$ cat src/hw/rtl/tsc_pkg.sv
// Shared types and constants of the two-wire serial target core.
// Depends on nothing; tsc_ctrl, tsc_outq, the core top and the checker refer to it by scoped names.
package tsc_pkg;

    localparam int FIFO_DEPTH_DEF = 16;
    localparam int BYTE_W         = 8;
    localparam int FILL_W         = 5;
    localparam int STATE_W        = 3;
    localparam int CMD_W          = 3;
    localparam int BIT_W          = 4;
    localparam int IDLE_W         = 32;

    // Item commands.
    localparam logic [CMD_W-1:0] CMD_DATA_EDGE = 3'd0;
    localparam logic [CMD_W-1:0] CMD_CLK_RISE  = 3'd1;
    localparam logic [CMD_W-1:0] CMD_PUSH      = 3'd2;
    localparam logic [CMD_W-1:0] CMD_POP       = 3'd3;
    localparam logic [CMD_W-1:0] CMD_CLEAR     = 3'd4;
    localparam logic [CMD_W-1:0] CMD_TICK      = 3'd5;

    // Bus states, as reported on bus_state.
    localparam logic [STATE_W-1:0] ST_IDLE   = 3'd0;
    localparam logic [STATE_W-1:0] ST_RW     = 3'd1;
    localparam logic [STATE_W-1:0] ST_ACK_RX = 3'd2;
    localparam logic [STATE_W-1:0] ST_RX     = 3'd3;
    localparam logic [STATE_W-1:0] ST_FIN_RX = 3'd4;
    localparam logic [STATE_W-1:0] ST_ACK_TX = 3'd5;
    localparam logic [STATE_W-1:0] ST_TX     = 3'd6;

    // Result of one item, apart from the popped byte, which the memory supplies later.
    typedef struct packed {
        logic                drive_enable;
        logic                drive_value;
        logic                host_ok;
        logic                pop;
        logic [FILL_W-1:0]   read_fill;
        logic [FILL_W-1:0]   send_fill;
        logic [STATE_W-1:0]  bus_state;
        logic [IDLE_W-1:0]   idle_ticks;
    } result_t;

endpackage

$ cat src/hw/rtl/tsc_ram.sv
// Simple dual-port byte memory with a registered read, used for both FIFOs.
// Depends on nothing.
module tsc_ram #(
    parameter int DEPTH  = 16,
    parameter int ADDR_W = 4,
    parameter int DATA_W = 8
) (
    input  logic              clk,
    input  logic              wr_en,
    input  logic [ADDR_W-1:0] wr_addr,
    input  logic [DATA_W-1:0] wr_data,
    input  logic              rd_en,
    input  logic [ADDR_W-1:0] rd_addr,
    output logic [DATA_W-1:0] rd_data
);

    logic [DATA_W-1:0] mem_reg [DEPTH];
    logic [DATA_W-1:0] rd_data_reg;

    always_ff @(posedge clk)
    begin
        if (wr_en)
        begin
            mem_reg[wr_addr] <= wr_data;
        end
        if (rd_en)
        begin
            rd_data_reg <= mem_reg[rd_addr];
        end
    end

    assign rd_data = rd_data_reg;

endmodule

$ cat src/hw/rtl/tsc_ctrl.sv
// Bus state machine, FIFO pointers and counters of the two-wire serial target.
// Depends on tsc_pkg; drives the ports of the two FIFO memories.
module tsc_ctrl #(
    parameter int FIFO_DEPTH = tsc_pkg::FIFO_DEPTH_DEF,
    parameter int PTR_W      = 4
) (
    input  logic                              clk,
    input  logic                              rst_n,
    input  logic                              step,
    input  logic [tsc_pkg::CMD_W-1:0]         cmd,
    input  logic                              clk_level,
    input  logic                              data_level,
    input  logic [tsc_pkg::BYTE_W-1:0]        host_byte,
    input  logic                              host_last,
    input  logic [tsc_pkg::BYTE_W-1:0]        tx_rdata,
    output logic                              rx_wr_en,
    output logic [PTR_W-1:0]                  rx_wr_addr,
    output logic [tsc_pkg::BYTE_W-1:0]        rx_wr_data,
    output logic                              rx_rd_en,
    output logic [PTR_W-1:0]                  rx_rd_addr,
    output logic                              tx_wr_en,
    output logic [PTR_W-1:0]                  tx_wr_addr,
    output logic [tsc_pkg::BYTE_W-1:0]        tx_wr_data,
    output logic                              tx_rd_en,
    output logic [PTR_W-1:0]                  tx_rd_addr,
    output tsc_pkg::result_t                  result
);

    localparam int CNT_W = $clog2(FIFO_DEPTH + 1);
    localparam logic [CNT_W-1:0] CNT_FULL = CNT_W'(FIFO_DEPTH);
    localparam logic [PTR_W-1:0] PTR_LAST = PTR_W'(FIFO_DEPTH - 1);

    logic [tsc_pkg::STATE_W-1:0] state_reg, state_next;
    logic                        fin_reg, fin_next;
    logic [tsc_pkg::BYTE_W-1:0]  shift_reg, shift_next, shift_eff;
    logic [tsc_pkg::BIT_W-1:0]   bit_reg, bit_next, bit_inc;
    logic [PTR_W-1:0]            rx_rd_ptr_reg, rx_rd_ptr_next;
    logic [PTR_W-1:0]            rx_wr_ptr_reg, rx_wr_ptr_next;
    logic [PTR_W-1:0]            tx_rd_ptr_reg, tx_rd_ptr_next;
    logic [PTR_W-1:0]            tx_wr_ptr_reg, tx_wr_ptr_next;
    logic [CNT_W-1:0]            rx_cnt_reg, rx_cnt_next;
    logic [CNT_W-1:0]            tx_cnt_reg, tx_cnt_next;
    logic                        drv_en_reg, drv_en_next;
    logic                        drv_val_reg, drv_val_next;
    logic                        open_reg, open_next;
    logic [tsc_pkg::IDLE_W-1:0]  idle_reg, idle_next;
    logic                        tx_pend_reg, tx_pend_next;
    logic                        host_ok;
    logic                        pop;

    function automatic logic [PTR_W-1:0] ptr_inc(input logic [PTR_W-1:0] p);
        ptr_inc = (p == PTR_LAST) ? '0 : p + 1'b1;
    endfunction

    // The send byte read at an acknowledge slot comes from the registered read.
    assign shift_eff = tx_pend_reg ? tx_rdata : shift_reg;
    assign bit_inc   = bit_reg + 1'b1;

    always_comb
    begin
        state_next     = state_reg;
        fin_next       = fin_reg;
        shift_next     = shift_reg;
        bit_next       = bit_reg;
        rx_rd_ptr_next = rx_rd_ptr_reg;
        rx_wr_ptr_next = rx_wr_ptr_reg;
        tx_rd_ptr_next = tx_rd_ptr_reg;
        tx_wr_ptr_next = tx_wr_ptr_reg;
        rx_cnt_next    = rx_cnt_reg;
        tx_cnt_next    = tx_cnt_reg;
        drv_en_next    = drv_en_reg;
        drv_val_next   = drv_val_reg;
        open_next      = open_reg;
        idle_next      = idle_reg;
        tx_pend_next   = tx_pend_reg;
        host_ok        = 1'b0;
        pop            = 1'b0;
        rx_wr_en       = 1'b0;
        rx_rd_en       = 1'b0;
        tx_wr_en       = 1'b0;
        tx_rd_en       = 1'b0;
        if (step)
        begin
            shift_next   = shift_eff;
            tx_pend_next = 1'b0;
            case (cmd)
                tsc_pkg::CMD_DATA_EDGE:
                begin
                    idle_next = '0;
                    if (clk_level)
                    begin
                        drv_en_next  = 1'b0;
                        drv_val_next = 1'b0;
                        state_next   = (data_level || open_reg) ? tsc_pkg::ST_IDLE
                                                                : tsc_pkg::ST_RW;
                    end
                end
                tsc_pkg::CMD_CLK_RISE:
                begin
                    idle_next = '0;
                    case (state_reg)
                        tsc_pkg::ST_RW:
                        begin
                            drv_en_next  = 1'b0;
                            drv_val_next = 1'b0;
                            bit_next     = '0;
                            if (data_level)
                            begin
                                state_next = tsc_pkg::ST_ACK_RX;
                                shift_next = '0;
                            end
                            else
                            begin
                                state_next = tsc_pkg::ST_ACK_TX;
                            end
                        end
                        tsc_pkg::ST_ACK_RX:
                        begin
                            shift_next   = '0;
                            bit_next     = '0;
                            drv_val_next = 1'b0;
                            if (rx_cnt_reg >= CNT_FULL)
                            begin
                                drv_en_next = 1'b0;
                                state_next  = tsc_pkg::ST_IDLE;
                            end
                            else
                            begin
                                drv_en_next = 1'b1;
                                state_next  = tsc_pkg::ST_RX;
                            end
                        end
                        tsc_pkg::ST_RX:
                        begin
                            drv_en_next  = 1'b0;
                            drv_val_next = 1'b0;
                            shift_next   = shift_eff
                                         | (tsc_pkg::BYTE_W'(data_level) << bit_reg[2:0]);
                            bit_next     = bit_inc;
                            if (bit_inc >= tsc_pkg::BIT_W'(tsc_pkg::BYTE_W))
                            begin
                                if (rx_cnt_reg < CNT_FULL)
                                begin
                                    rx_wr_en       = 1'b1;
                                    rx_wr_ptr_next = ptr_inc(rx_wr_ptr_reg);
                                    rx_cnt_next    = rx_cnt_reg + 1'b1;
                                end
                                state_next = tsc_pkg::ST_FIN_RX;
                            end
                        end
                        tsc_pkg::ST_FIN_RX:
                        begin
                            drv_en_next  = 1'b0;
                            drv_val_next = 1'b0;
                            state_next   = data_level ? tsc_pkg::ST_IDLE : tsc_pkg::ST_ACK_RX;
                        end
                        tsc_pkg::ST_ACK_TX:
                        begin
                            drv_val_next = 1'b0;
                            if (tx_cnt_reg != '0)
                            begin
                                drv_en_next    = 1'b1;
                                tx_rd_en       = 1'b1;
                                tx_pend_next   = 1'b1;
                                tx_rd_ptr_next = ptr_inc(tx_rd_ptr_reg);
                                tx_cnt_next    = tx_cnt_reg - 1'b1;
                                bit_next       = '0;
                                fin_next       = 1'b0;
                                state_next     = tsc_pkg::ST_TX;
                            end
                            else
                            begin
                                drv_en_next = 1'b0;
                                state_next  = tsc_pkg::ST_IDLE;
                            end
                        end
                        tsc_pkg::ST_TX:
                        begin
                            if (!fin_reg)
                            begin
                                drv_en_next  = 1'b1;
                                drv_val_next = shift_eff[bit_reg[2:0]];
                                bit_next     = bit_inc;
                                if (bit_inc >= tsc_pkg::BIT_W'(tsc_pkg::BYTE_W))
                                begin
                                    fin_next = 1'b1;
                                end
                            end
                            else
                            begin
                                drv_en_next  = 1'b0;
                                drv_val_next = 1'b0;
                                state_next   = data_level ? tsc_pkg::ST_IDLE
                                                          : tsc_pkg::ST_ACK_TX;
                            end
                        end
                        default:
                        begin
                        end
                    endcase
                end
                tsc_pkg::CMD_PUSH:
                begin
                    if (tx_cnt_reg < CNT_FULL)
                    begin
                        tx_wr_en       = 1'b1;
                        tx_wr_ptr_next = ptr_inc(tx_wr_ptr_reg);
                        tx_cnt_next    = tx_cnt_reg + 1'b1;
                        host_ok        = 1'b1;
                        open_next      = !host_last;
                    end
                end
                tsc_pkg::CMD_POP:
                begin
                    if (rx_cnt_reg != '0)
                    begin
                        rx_rd_en       = 1'b1;
                        rx_rd_ptr_next = ptr_inc(rx_rd_ptr_reg);
                        rx_cnt_next    = rx_cnt_reg - 1'b1;
                        host_ok        = 1'b1;
                        pop            = 1'b1;
                        open_next      = !host_last;
                    end
                end
                tsc_pkg::CMD_CLEAR:
                begin
                    rx_rd_ptr_next = '0;
                    rx_wr_ptr_next = '0;
                    tx_rd_ptr_next = '0;
                    tx_wr_ptr_next = '0;
                    rx_cnt_next    = '0;
                    tx_cnt_next    = '0;
                    state_next     = tsc_pkg::ST_IDLE;
                    drv_en_next    = 1'b0;
                    drv_val_next   = 1'b0;
                    open_next      = 1'b0;
                end
                tsc_pkg::CMD_TICK:
                begin
                    if (idle_reg != '1)
                    begin
                        idle_next = idle_reg + 1'b1;
                    end
                end
                default:
                begin
                end
            endcase
        end
    end

    assign rx_wr_addr = rx_wr_ptr_reg;
    assign rx_wr_data = shift_next;
    assign rx_rd_addr = rx_rd_ptr_reg;
    assign tx_wr_addr = tx_wr_ptr_reg;
    assign tx_wr_data = host_byte;
    assign tx_rd_addr = tx_rd_ptr_reg;

    assign result.drive_enable = drv_en_next;
    assign result.drive_value  = drv_val_next;
    assign result.host_ok      = host_ok;
    assign result.pop          = pop;
    assign result.read_fill    = tsc_pkg::FILL_W'(rx_cnt_next);
    assign result.send_fill    = tsc_pkg::FILL_W'(tx_cnt_next);
    assign result.bus_state    = state_next;
    assign result.idle_ticks   = idle_next;

    always_ff @(posedge clk or negedge rst_n)
    begin
        if (!rst_n)
        begin
            state_reg     <= tsc_pkg::ST_IDLE;
            fin_reg       <= 1'b0;
            shift_reg     <= '0;
            bit_reg       <= '0;
            rx_rd_ptr_reg <= '0;
            rx_wr_ptr_reg <= '0;
            tx_rd_ptr_reg <= '0;
            tx_wr_ptr_reg <= '0;
            rx_cnt_reg    <= '0;
            tx_cnt_reg    <= '0;
            drv_en_reg    <= 1'b0;
            drv_val_reg   <= 1'b0;
            open_reg      <= 1'b0;
            idle_reg      <= '0;
            tx_pend_reg   <= 1'b0;
        end
        else
        begin
            state_reg     <= state_next;
            fin_reg       <= fin_next;
            shift_reg     <= shift_next;
            bit_reg       <= bit_next;
            rx_rd_ptr_reg <= rx_rd_ptr_next;
            rx_wr_ptr_reg <= rx_wr_ptr_next;
            tx_rd_ptr_reg <= tx_rd_ptr_next;
            tx_wr_ptr_reg <= tx_wr_ptr_next;
            rx_cnt_reg    <= rx_cnt_next;
            tx_cnt_reg    <= tx_cnt_next;
            drv_en_reg    <= drv_en_next;
            drv_val_reg   <= drv_val_next;
            open_reg      <= open_next;
            idle_reg      <= idle_next;
            tx_pend_reg   <= tx_pend_next;
        end
    end

endmodule

$ cat src/hw/rtl/tsc_outq.sv
// Two-stage result path: a stage that waits for the receive memory read,
// then the output register. Depends on tsc_pkg.
module tsc_outq (
    input  logic                        clk,
    input  logic                        rst_n,
    input  logic                        load,
    input  tsc_pkg::result_t            res_in,
    input  logic [tsc_pkg::BYTE_W-1:0]  rx_rdata,
    output logic                        can_take,
    input  logic                        out_ready,
    output logic                        out_valid,
    output tsc_pkg::result_t            out_res,
    output logic [tsc_pkg::BYTE_W-1:0]  out_byte
);

    logic                       a_valid_reg, a_valid_next;
    tsc_pkg::result_t           a_res_reg;
    logic                       o_valid_reg, o_valid_next;
    tsc_pkg::result_t           o_res_reg;
    logic [tsc_pkg::BYTE_W-1:0] o_byte_reg;
    logic                       b_load;

    assign b_load   = a_valid_reg && (!o_valid_reg || out_ready);
    assign can_take = !a_valid_reg || b_load;

    always_comb
    begin
        a_valid_next = a_valid_reg;
        if (load)
        begin
            a_valid_next = 1'b1;
        end
        else if (b_load)
        begin
            a_valid_next = 1'b0;
        end
        o_valid_next = o_valid_reg;
        if (b_load)
        begin
            o_valid_next = 1'b1;
        end
        else if (out_ready)
        begin
            o_valid_next = 1'b0;
        end
    end

    always_ff @(posedge clk or negedge rst_n)
    begin
        if (!rst_n)
        begin
            a_valid_reg <= 1'b0;
            o_valid_reg <= 1'b0;
        end
        else
        begin
            a_valid_reg <= a_valid_next;
            o_valid_reg <= o_valid_next;
        end
    end

    always_ff @(posedge clk)
    begin
        if (load)
        begin
            a_res_reg <= res_in;
        end
        if (b_load)
        begin
            o_res_reg  <= a_res_reg;
            o_byte_reg <= a_res_reg.pop ? rx_rdata : '0;
        end
    end

    assign out_valid = o_valid_reg;
    assign out_res   = o_res_reg;
    assign out_byte  = o_byte_reg;

endmodule

$ cat src/hw/rtl/two_wire_serial_target_core.sv
// Two-wire serial target core: bus state machine, two byte FIFOs in memory, result path.
// Depends on tsc_pkg, tsc_ram, tsc_ctrl and tsc_outq.
//
// The core takes one event beat per clock while in_ready is high (a sampled data edge
// or clock rise on the two-wire link, a host push or pop, a clear or an idle tick) and
// returns one result beat for each, in order. An event is acted on in the cycle it is
// taken: the bus state machine, FIFO pointers and fill counts update at that edge, and
// the receive and send FIFOs live in two memories with a registered read. The
// result beat passes first a stage that covers the receive memory read for a pop, then
// the output register. Up to two results can wait downstream before in_ready drops, so
// with out_ready held high the sustained rate is one beat per cycle. A byte read from
// the send memory at an acknowledge slot is forwarded into the shifter for the following
// clock rise. Memory contents need no clearing after reset; the pointers and counts
// alone say what is valid.
module two_wire_serial_target_core #(
    parameter int FIFO_DEPTH = tsc_pkg::FIFO_DEPTH_DEF
) (
    input  logic                           clk,
    input  logic                           rst_n,
    input  logic                           in_valid,
    output logic                           in_ready,
    input  logic [tsc_pkg::CMD_W-1:0]      cmd,
    input  logic                           clk_level,
    input  logic                           data_level,
    input  logic [tsc_pkg::BYTE_W-1:0]     host_byte,
    input  logic                           host_last,
    output logic                           out_valid,
    input  logic                           out_ready,
    output logic                           drive_enable,
    output logic                           drive_value,
    output logic                           host_ok,
    output logic [tsc_pkg::BYTE_W-1:0]     host_byte_out,
    output logic [tsc_pkg::FILL_W-1:0]     read_fill,
    output logic [tsc_pkg::FILL_W-1:0]     send_fill,
    output logic [tsc_pkg::STATE_W-1:0]    bus_state,
    output logic [tsc_pkg::IDLE_W-1:0]     idle_ticks
);

    localparam int PTR_W = (FIFO_DEPTH > 1) ? $clog2(FIFO_DEPTH) : 1;

    logic                       step;
    logic                       can_take;
    logic                       rx_wr_en, rx_rd_en, tx_wr_en, tx_rd_en;
    logic [PTR_W-1:0]           rx_wr_addr, rx_rd_addr, tx_wr_addr, tx_rd_addr;
    logic [tsc_pkg::BYTE_W-1:0] rx_wr_data, tx_wr_data, rx_rdata, tx_rdata;
    tsc_pkg::result_t           res_in;
    tsc_pkg::result_t           out_res;

    // An event beat is taken whenever the result path has room for its result.
    assign in_ready = can_take;
    assign step     = in_valid && can_take;

    tsc_ctrl #(
        .FIFO_DEPTH (FIFO_DEPTH),
        .PTR_W      (PTR_W)
    ) u_ctrl (
        .clk        (clk),
        .rst_n      (rst_n),
        .step       (step),
        .cmd        (cmd),
        .clk_level  (clk_level),
        .data_level (data_level),
        .host_byte  (host_byte),
        .host_last  (host_last),
        .tx_rdata   (tx_rdata),
        .rx_wr_en   (rx_wr_en),
        .rx_wr_addr (rx_wr_addr),
        .rx_wr_data (rx_wr_data),
        .rx_rd_en   (rx_rd_en),
        .rx_rd_addr (rx_rd_addr),
        .tx_wr_en   (tx_wr_en),
        .tx_wr_addr (tx_wr_addr),
        .tx_wr_data (tx_wr_data),
        .tx_rd_en   (tx_rd_en),
        .tx_rd_addr (tx_rd_addr),
        .result     (res_in)
    );

    // Receive FIFO: written by the bus side, read by host pops.
    tsc_ram #(
        .DEPTH  (FIFO_DEPTH),
        .ADDR_W (PTR_W),
        .DATA_W (tsc_pkg::BYTE_W)
    ) u_rx_ram (
        .clk     (clk),
        .wr_en   (rx_wr_en),
        .wr_addr (rx_wr_addr),
        .wr_data (rx_wr_data),
        .rd_en   (rx_rd_en),
        .rd_addr (rx_rd_addr),
        .rd_data (rx_rdata)
    );

    // Send FIFO: written by host pushes, read at transmit acknowledge slots.
    tsc_ram #(
        .DEPTH  (FIFO_DEPTH),
        .ADDR_W (PTR_W),
        .DATA_W (tsc_pkg::BYTE_W)
    ) u_tx_ram (
        .clk     (clk),
        .wr_en   (tx_wr_en),
        .wr_addr (tx_wr_addr),
        .wr_data (tx_wr_data),
        .rd_en   (tx_rd_en),
        .rd_addr (tx_rd_addr),
        .rd_data (tx_rdata)
    );

    tsc_outq u_outq (
        .clk       (clk),
        .rst_n     (rst_n),
        .load      (step),
        .res_in    (res_in),
        .rx_rdata  (rx_rdata),
        .can_take  (can_take),
        .out_ready (out_ready),
        .out_valid (out_valid),
        .out_res   (out_res),
        .out_byte  (host_byte_out)
    );

    assign drive_enable = out_res.drive_enable;
    assign drive_value  = out_res.drive_value;
    assign host_ok      = out_res.host_ok;
    assign read_fill    = out_res.read_fill;
    assign send_fill    = out_res.send_fill;
    assign bus_state    = out_res.bus_state;
    assign idle_ticks   = out_res.idle_ticks;

endmodule

$ cat config.mk
export PLATFORM = sky130hd
export DESIGN_NAME = two_wire_serial_target_core
export DESIGN_NICKNAME = d
export VERILOG_FILES = /design/src/hw/rtl/tsc_pkg.sv /design/src/hw/rtl/tsc_ram.sv /design/src/hw/rtl/tsc_ctrl.sv /design/src/hw/rtl/tsc_outq.sv /design/src/hw/rtl/two_wire_serial_target_core.sv
export SDC_FILE = /design/constraint.sdc
export NUM_CORES = 1
export LEC_CHECK = 0
export ABC_AREA = 0
export BUFFER_PORTS_ARGS = -buffer_cell sky130_fd_sc_hd__buf_2
export CORE_AREA = 8 8 193 195
export DETAILED_ROUTE_END_ITERATION = 12
export DIE_AREA = 0 0 201 203
export GPL_ROUTABILITY_DRIVEN = 0
export GPL_TIMING_DRIVEN = 0
export PLACE_DENSITY_LB_ADDON = 0.3
export SLEW_MARGIN = 20
export SYNTH_ARGS = -nofsm -noshare
export SYNTH_HDL_FRONTEND = slang
export SYNTH_HIERARCHICAL = 1
export SYNTH_SLANG_ARGS = --single-unit
$ cat constraint.sdc
create_clock -name clk -period 4.27 [get_ports clk]
set_input_delay 1.0675 -clock clk [delete_from_list [all_inputs] [get_ports clk]]
set_output_delay 1.0675 -clock clk [all_outputs]
set_load 0.02 [all_outputs]
==> summary.txt, run 1 <==
Critical path
  – CP max-delay cell: nor2_1
  – Critical Setup Path Class: input port to register
  – Worst-path cell chain: buf_2 -> nor2b_1 -> nand2_1 -> and2_4 -> nand4bb_1 -> or3_1 -> nor2_1 -> or3b_2 -> nor2_1
  – Crit path launch type: input port
  – FF-to-FF Start: u_outq/out_valid
  – Max incr delay on CP: 650 ps
  – R2r setup slk: 390 ps
  – Max FO, Critical Path: 36
  – Largest delay share family, worst path: simple AND/OR/NAND/NOR gates
  – Setup crit end kind: register
  – Most frequent CP cell: nor2_1
  – Worst Path Required: 4430 ps
  – FF-to-FF End: u_rx_ram/mem_reg[3][5]
  – Worst path bufs/invs: 1
  – R2r worst-path depth: 8
  – CP arrival: 4170 ps

Clock network
  – Sink Count: 457
  – Root buf cell: clkbuf_16
  – CTS tree: done
  – Clock Latency Late Sink: 550 ps
  – CTS Buf Count: 45
  – Buffer count from post-CTS setup fixing: 0
  – CTS Hold Bufs: 0
  – Longest Clk Path Bufs: 3
  – Clock slew at reported path FFs: 60 ps
  – H-tree levels: 2

Finish
  – Non-Filler Instances: 1,778
  – Diode count: 0
  – Area Overhead vs Synth: 12.9%
  – Layout Utilization: 0.625
  – Layout cell share with drive strength beyond 1: 0.196
  – Nets: 1,318

Worst hold path
  – Worst min-delay path category: register to register
  – Endpoint, Worst Hold: u_outq/out_res[33]
  – Hold_sp: u_outq/a_res_reg[33]
  – Hold path depth: 0

Floorplanning
  – Chip Width: 201 um
  – # rows: 68
  – DIE HEIGHT: 203 um
  – Starting Density: 0.553
  – Core Region: 0.0341 mm2
  – Die Area: 0.0408 mm2
  – Ports: 76

STA
  – Unrepaired setup endpoints after global routing: no
  – Final Setup Violations: 0
  – Worst rel slew slack: 0.315
  – Crit path time final: 4010 ps
  – FMAX: 249 MHz
  – Final period util: 0.939
  – Fin. Hold Viols: 0
  – Max-slew violations: 0
  – Worst Skew: 22.1 ps
  – Setup WS post-layout: 259 ps
  – Slew @ Worst Pin: 1020 ps

Power
  – Leakage: 0.00748 uW
  – Peak VDD IR: 340 uV
  – Power Density: 453 mW/mm2

Placement
  – Detail Placement HPWL: 25,000 um
  – Dpl cells: 1,697
  – Setup WS pre-CTS: -956 ps
  – Port bufs: 67

Drt
  – Routed WL per cell: 21.3 um
  – Final ANT Viol Nets: 0
  – Via count: 10,900
  – Via density: 6.13
  – Total wire length: 37,900 um
  – Drt pass-1 iters: 5
  – DR iter-0 viols: 909
  – # DRC: 0

Synthesis
  – Mapped Area: 0.0189 mm2
  – Syn avg cell area: 16.2 um2
  – Syn Nets: 1,195
  – Post-Syn Instances: 1,166
  – Synth warn: 6

GRT
  – Vias in the first global route: 10,600
  – Initial antenna violation count: 1
  – Tot GR Track Use: 0.183
  – First-pass GRT wire length: 59,100 um
  – Pin count of the biggest net entering global routing: 57
  – Global route overflow: 0

Run
  – Max_cap viols: 0

Status
  – Status: finished clean
[final cells by class]
cell class	count	area, um2
repair buffers	76	422
multi-input cells	629	5190
well taps	455	569
clock buffers	57	1180
fillers	2460	12800
flip-flops and latches	457	13300
inverters	21	78.8
plain buffers	59	370
clock inverters	24	179
[power breakdown]
part	switching [uW]	internal, uW	total (uW)
clock network	1570	2080	3650
registers	141	5010	5150
logic	538	313	852
[worst max-delay path by stage]
stage,cells past startpoint,startpoint,slack [ps],endpoint
after floorplan,9,out_ready,30,u_tx_ram/mem_reg[2][0]
after global placement,10,out_ready,-1630,u_tx_ram/mem_reg[4][1]
after detailed placement,10,out_ready,-960,u_tx_ram/mem_reg[1][2]
after CTS,10,out_ready,90,u_tx_ram/mem_reg[6][2]
after global routing,9,out_ready,60,u_rx_ram/mem_reg[3][5]
final,9,out_ready,260,u_rx_ram/mem_reg[3][5]
[layout by cell type, fill, tap and decap left out, drive strengths merged, types with 21 or more instances in the layout]
master,instances
nand3,37
buf,108
a21oi,21
o21ai,45
dfrtp,80
mux4,69
nand2,90
clkbuf,78
inv,25
edfxtp,377
a22oi,40
nor2,56
nor3,33
mux2i,21
[what timing repair did]
item                                    4_1_cts  5_1_grt
gates cloned                                  1        0
endpoints found under the setup margin      120      120
gates resized for setup                       5        3
pin swaps                                     1        0
[metal layers]
| metal | wire (um) | up-vias | global-route usage |
|---|---|---|---|
| li1 | - | 4904 | - |
| met1 | 16000 | 5497 | 0.240 |
| met2 | 18500 | 419 | 0.305 |
| met3 | 2290 | 84 | 0.0327 |
| met4 | 1100 | 2 | 0.0631 |
| met5 | 13 | - | 0 |
[through the flow]
step	cell area, um2	hold WS, ps	total power, uW	TNS (ps)
2_1_floorplan	18900	400	5780	0
3_3_place_gp	19800	401	6040	-252100
3_5_place_dp	19900	405	6080	-114850
4_1_cts	21300	419	9730	0
5_1_grt	21300	422	9990	0
6_report	21300	418	9660	0
Power figures use the tool's default switching activity.
==> run 2: changes to the inputs <==
- CORE_AREA: 8 8 193 195 -> 8 8 214 216
- DIE_AREA: 0 0 201 203 -> 0 0 222 224
==> summary.txt, run 2 (synthesis gave the netlist of run 1 again) <==
Worst hold path
  – Worst min-delay path category: register to register
  – Hold_sp: u_outq/a_res_reg[4]

GRT
  – Global route overflow: 0
  – First-pass GRT wire length: 60,500 um
  – Tot GR Track Use: 0.155
  – Initial antenna violation count: 2
  – Pin count of the biggest net entering global routing: 57
  – Vias in the first global route: 10,500

Floorplanning
  – # rows: 76
  – Starting Density: 0.444
  – Die Area: 0.0497 mm2
  – Chip Width: 222 um
  – Core Region: 0.0425 mm2
  – Ports: 76
  – DIE HEIGHT: 224 um

STA
  – Slew @ Worst Pin: 1040 ps
  – Worst Skew: 24.9 ps
  – Fin. Hold Viols: 0
  – Max-slew violations: 0
  – Final period util: 0.964
  – FMAX: 243 MHz
  – Min Hold Slack: 415 ps
  – Crit path time final: 4120 ps
  – Setup WS post-layout: 153 ps
  – Worst rel slew slack: 0.301
  – Setup_tns: 0 ps
  – Final Setup Violations: 0

Finish
  – Nets: 1,317
  – Layout cell share with drive strength beyond 1: 0.201
  – Area Overhead vs Synth: 14.1%
  – Commonest cells after routing, fill and taps aside: edfxtp_1 (377), nand2_1 (90), dfrtp_1 (80)
  – Layout Utilization: 0.507
  – Fin area: 0.0215 mm2
  – Most common cell after layout, fill and taps aside: edfxtp_1

Status
  – Status: finished clean

Critical path
  – CP max-delay cell: or3b_2
  – Setup crit end kind: register
  – Critical Setup Path Class: input port to register
  – CP arrival: 4320 ps
  – Most frequent CP cell: clkbuf_1
  – Max incr delay on CP: 590 ps
  – Crit path launch type: input port
  – Worst Path Required: 4470 ps
  – Largest delay share family, worst path: simple AND/OR/NAND/NOR gates
  – FF-to-FF Start: u_outq/out_valid
  – Max FO, Critical Path: 27
  – Worst-path cell chain: buf_2 -> nor2b_1 -> nand2_1 -> and2_4 -> clkbuf_1 -> inv_1 -> clkbuf_1 -> nor3_4 -> or3b_2 -> nor2_2
  – Worst path bufs/invs: 4
  – Worst Setup SP: out_ready

Run
  – Max_cap viols: 0

Placement
  – Setup WS pre-CTS: -989 ps
  – Port bufs: 67
  – Post-DP Area: 0.0200 mm2
  – Detail Placement HPWL: 25,800 um

Power
  – Peak VDD IR: 328 uV
  – Leakage: 0.00751 uW
  – Power Density: 460 mW/mm2

Drt
  – DR iter-0 viols: 961
  – Via count: 10,700
  – Routed WL per cell: 21.1 um
  – Total wire length: 39,300 um
  – Drt pass-1 iters: 6
  – Via density: 5.75
  – # DRC: 0
  – Final ANT Viol Nets: 0

Clock network
  – Clock Latency Late Sink: 570 ps
  – CTS Buf Count: 46
  – Longest Clk Path Bufs: 3
  – Root buf cell: clkbuf_16
  – CTS Hold Bufs: 0
  – Clock slew at reported path FFs: 60 ps
  – Sink Count: 457
  – CTS tree: done
  – H-tree levels: 2
run 2: cell types whose count changed in the layout (fill, tap and decap cells not counted), moves of 2 or more:
| cell | before | now |
|---|---|---|
| buf_4 | 22 | 20 |
| clkbuf_16 | 45 | 47 |
| clkbuf_8 | 1 | 4 |
| clkinv_1 | 10 | 5 |
| clkinvlp_4 | 0 | 3 |
| inv_6 | 3 | 0 |
| o21ai_1 | 9 | 6 |
| o21ai_2 | 2 | 5 |
run 2: routing by layer:
| metal | vias to the layer above | global-route usage | part of all wire |
|---|---|---|---|
| met2 | 371 | 0.254 | 0.48 |
| met1 | 5415 | 0.206 | 0.43 |
| met4 | 0 | 0.0449 | 0.022 |
| met3 | 62 | 0.0351 | 0.064 |
| met5 | - | 0 | 0 |
| li1 | 4898 | - | - |
run 2: power breakdown:
part,switching (uW),total [uW],internal (uW),leakage [uW]
logic,539,852,313,0.00221
clock network,1620,3890,2270,0.000708
registers,141,5150,5010,0.00459
run 2: stage by stage:
step / total power (uW) / cells
5_1_grt: 10300 / 1868
4_1_cts: 10000 / 1866
6_report: 9890 / 1868
3_3_place_gp: 6050 / 1779
3_5_place_dp: 6090 / 1785
2_1_floorplan: 5780 / 1166
run 2: repair_timing:
item	CTS	global route
buffers inserted	0	0
setup endpoints to repair	124	132
pin swaps	0	1
hold endpoints to repair	0	0
resized for setup	5	5
gates cloned	0	1
run 2: layout make-up:
cell class                      instances  area [um2]
Clock buffer                           62        1270
Tap cell                              546         683
Timing Repair Buffer                   73         403
Inverter                               21        78.8
Sequential cell                       457       13300
Multi-Input combinational cell        629        5210
Fill cell                            3459       21000
Antenna cell                            1        2.50
Buffer                                 60         374
Clock inverter                         19         189
run 2: worst paths after layout:
kind / cells past startpoint / endpoint / slack [ps]
hold / removal: 0 / u_outq/out_res[4] / 420
min in group asynchronous: 1 / u_ctrl/idle_reg[7] / 490
setup / recovery: 10 / u_tx_ram/mem_reg[2][6] / 150
setup reg to reg: 9 / u_tx_ram/mem_reg[2][6] / 260
hold reg to reg: 0 / u_outq/out_res[4] / 420
max in group asynchronous: 2 / u_ctrl/tx_pend_reg / 3150
run 2: worst reg2reg max path, stage by stage (launching register included):
cell and delay [ps]:
dfrtp_1 380, nor2b_1 150, nand2_1 130, and2_4 400
clkbuf_1 500, inv_1 150, clkbuf_1 330, nor3_4 540
or3b_2 590, nor2_2 470
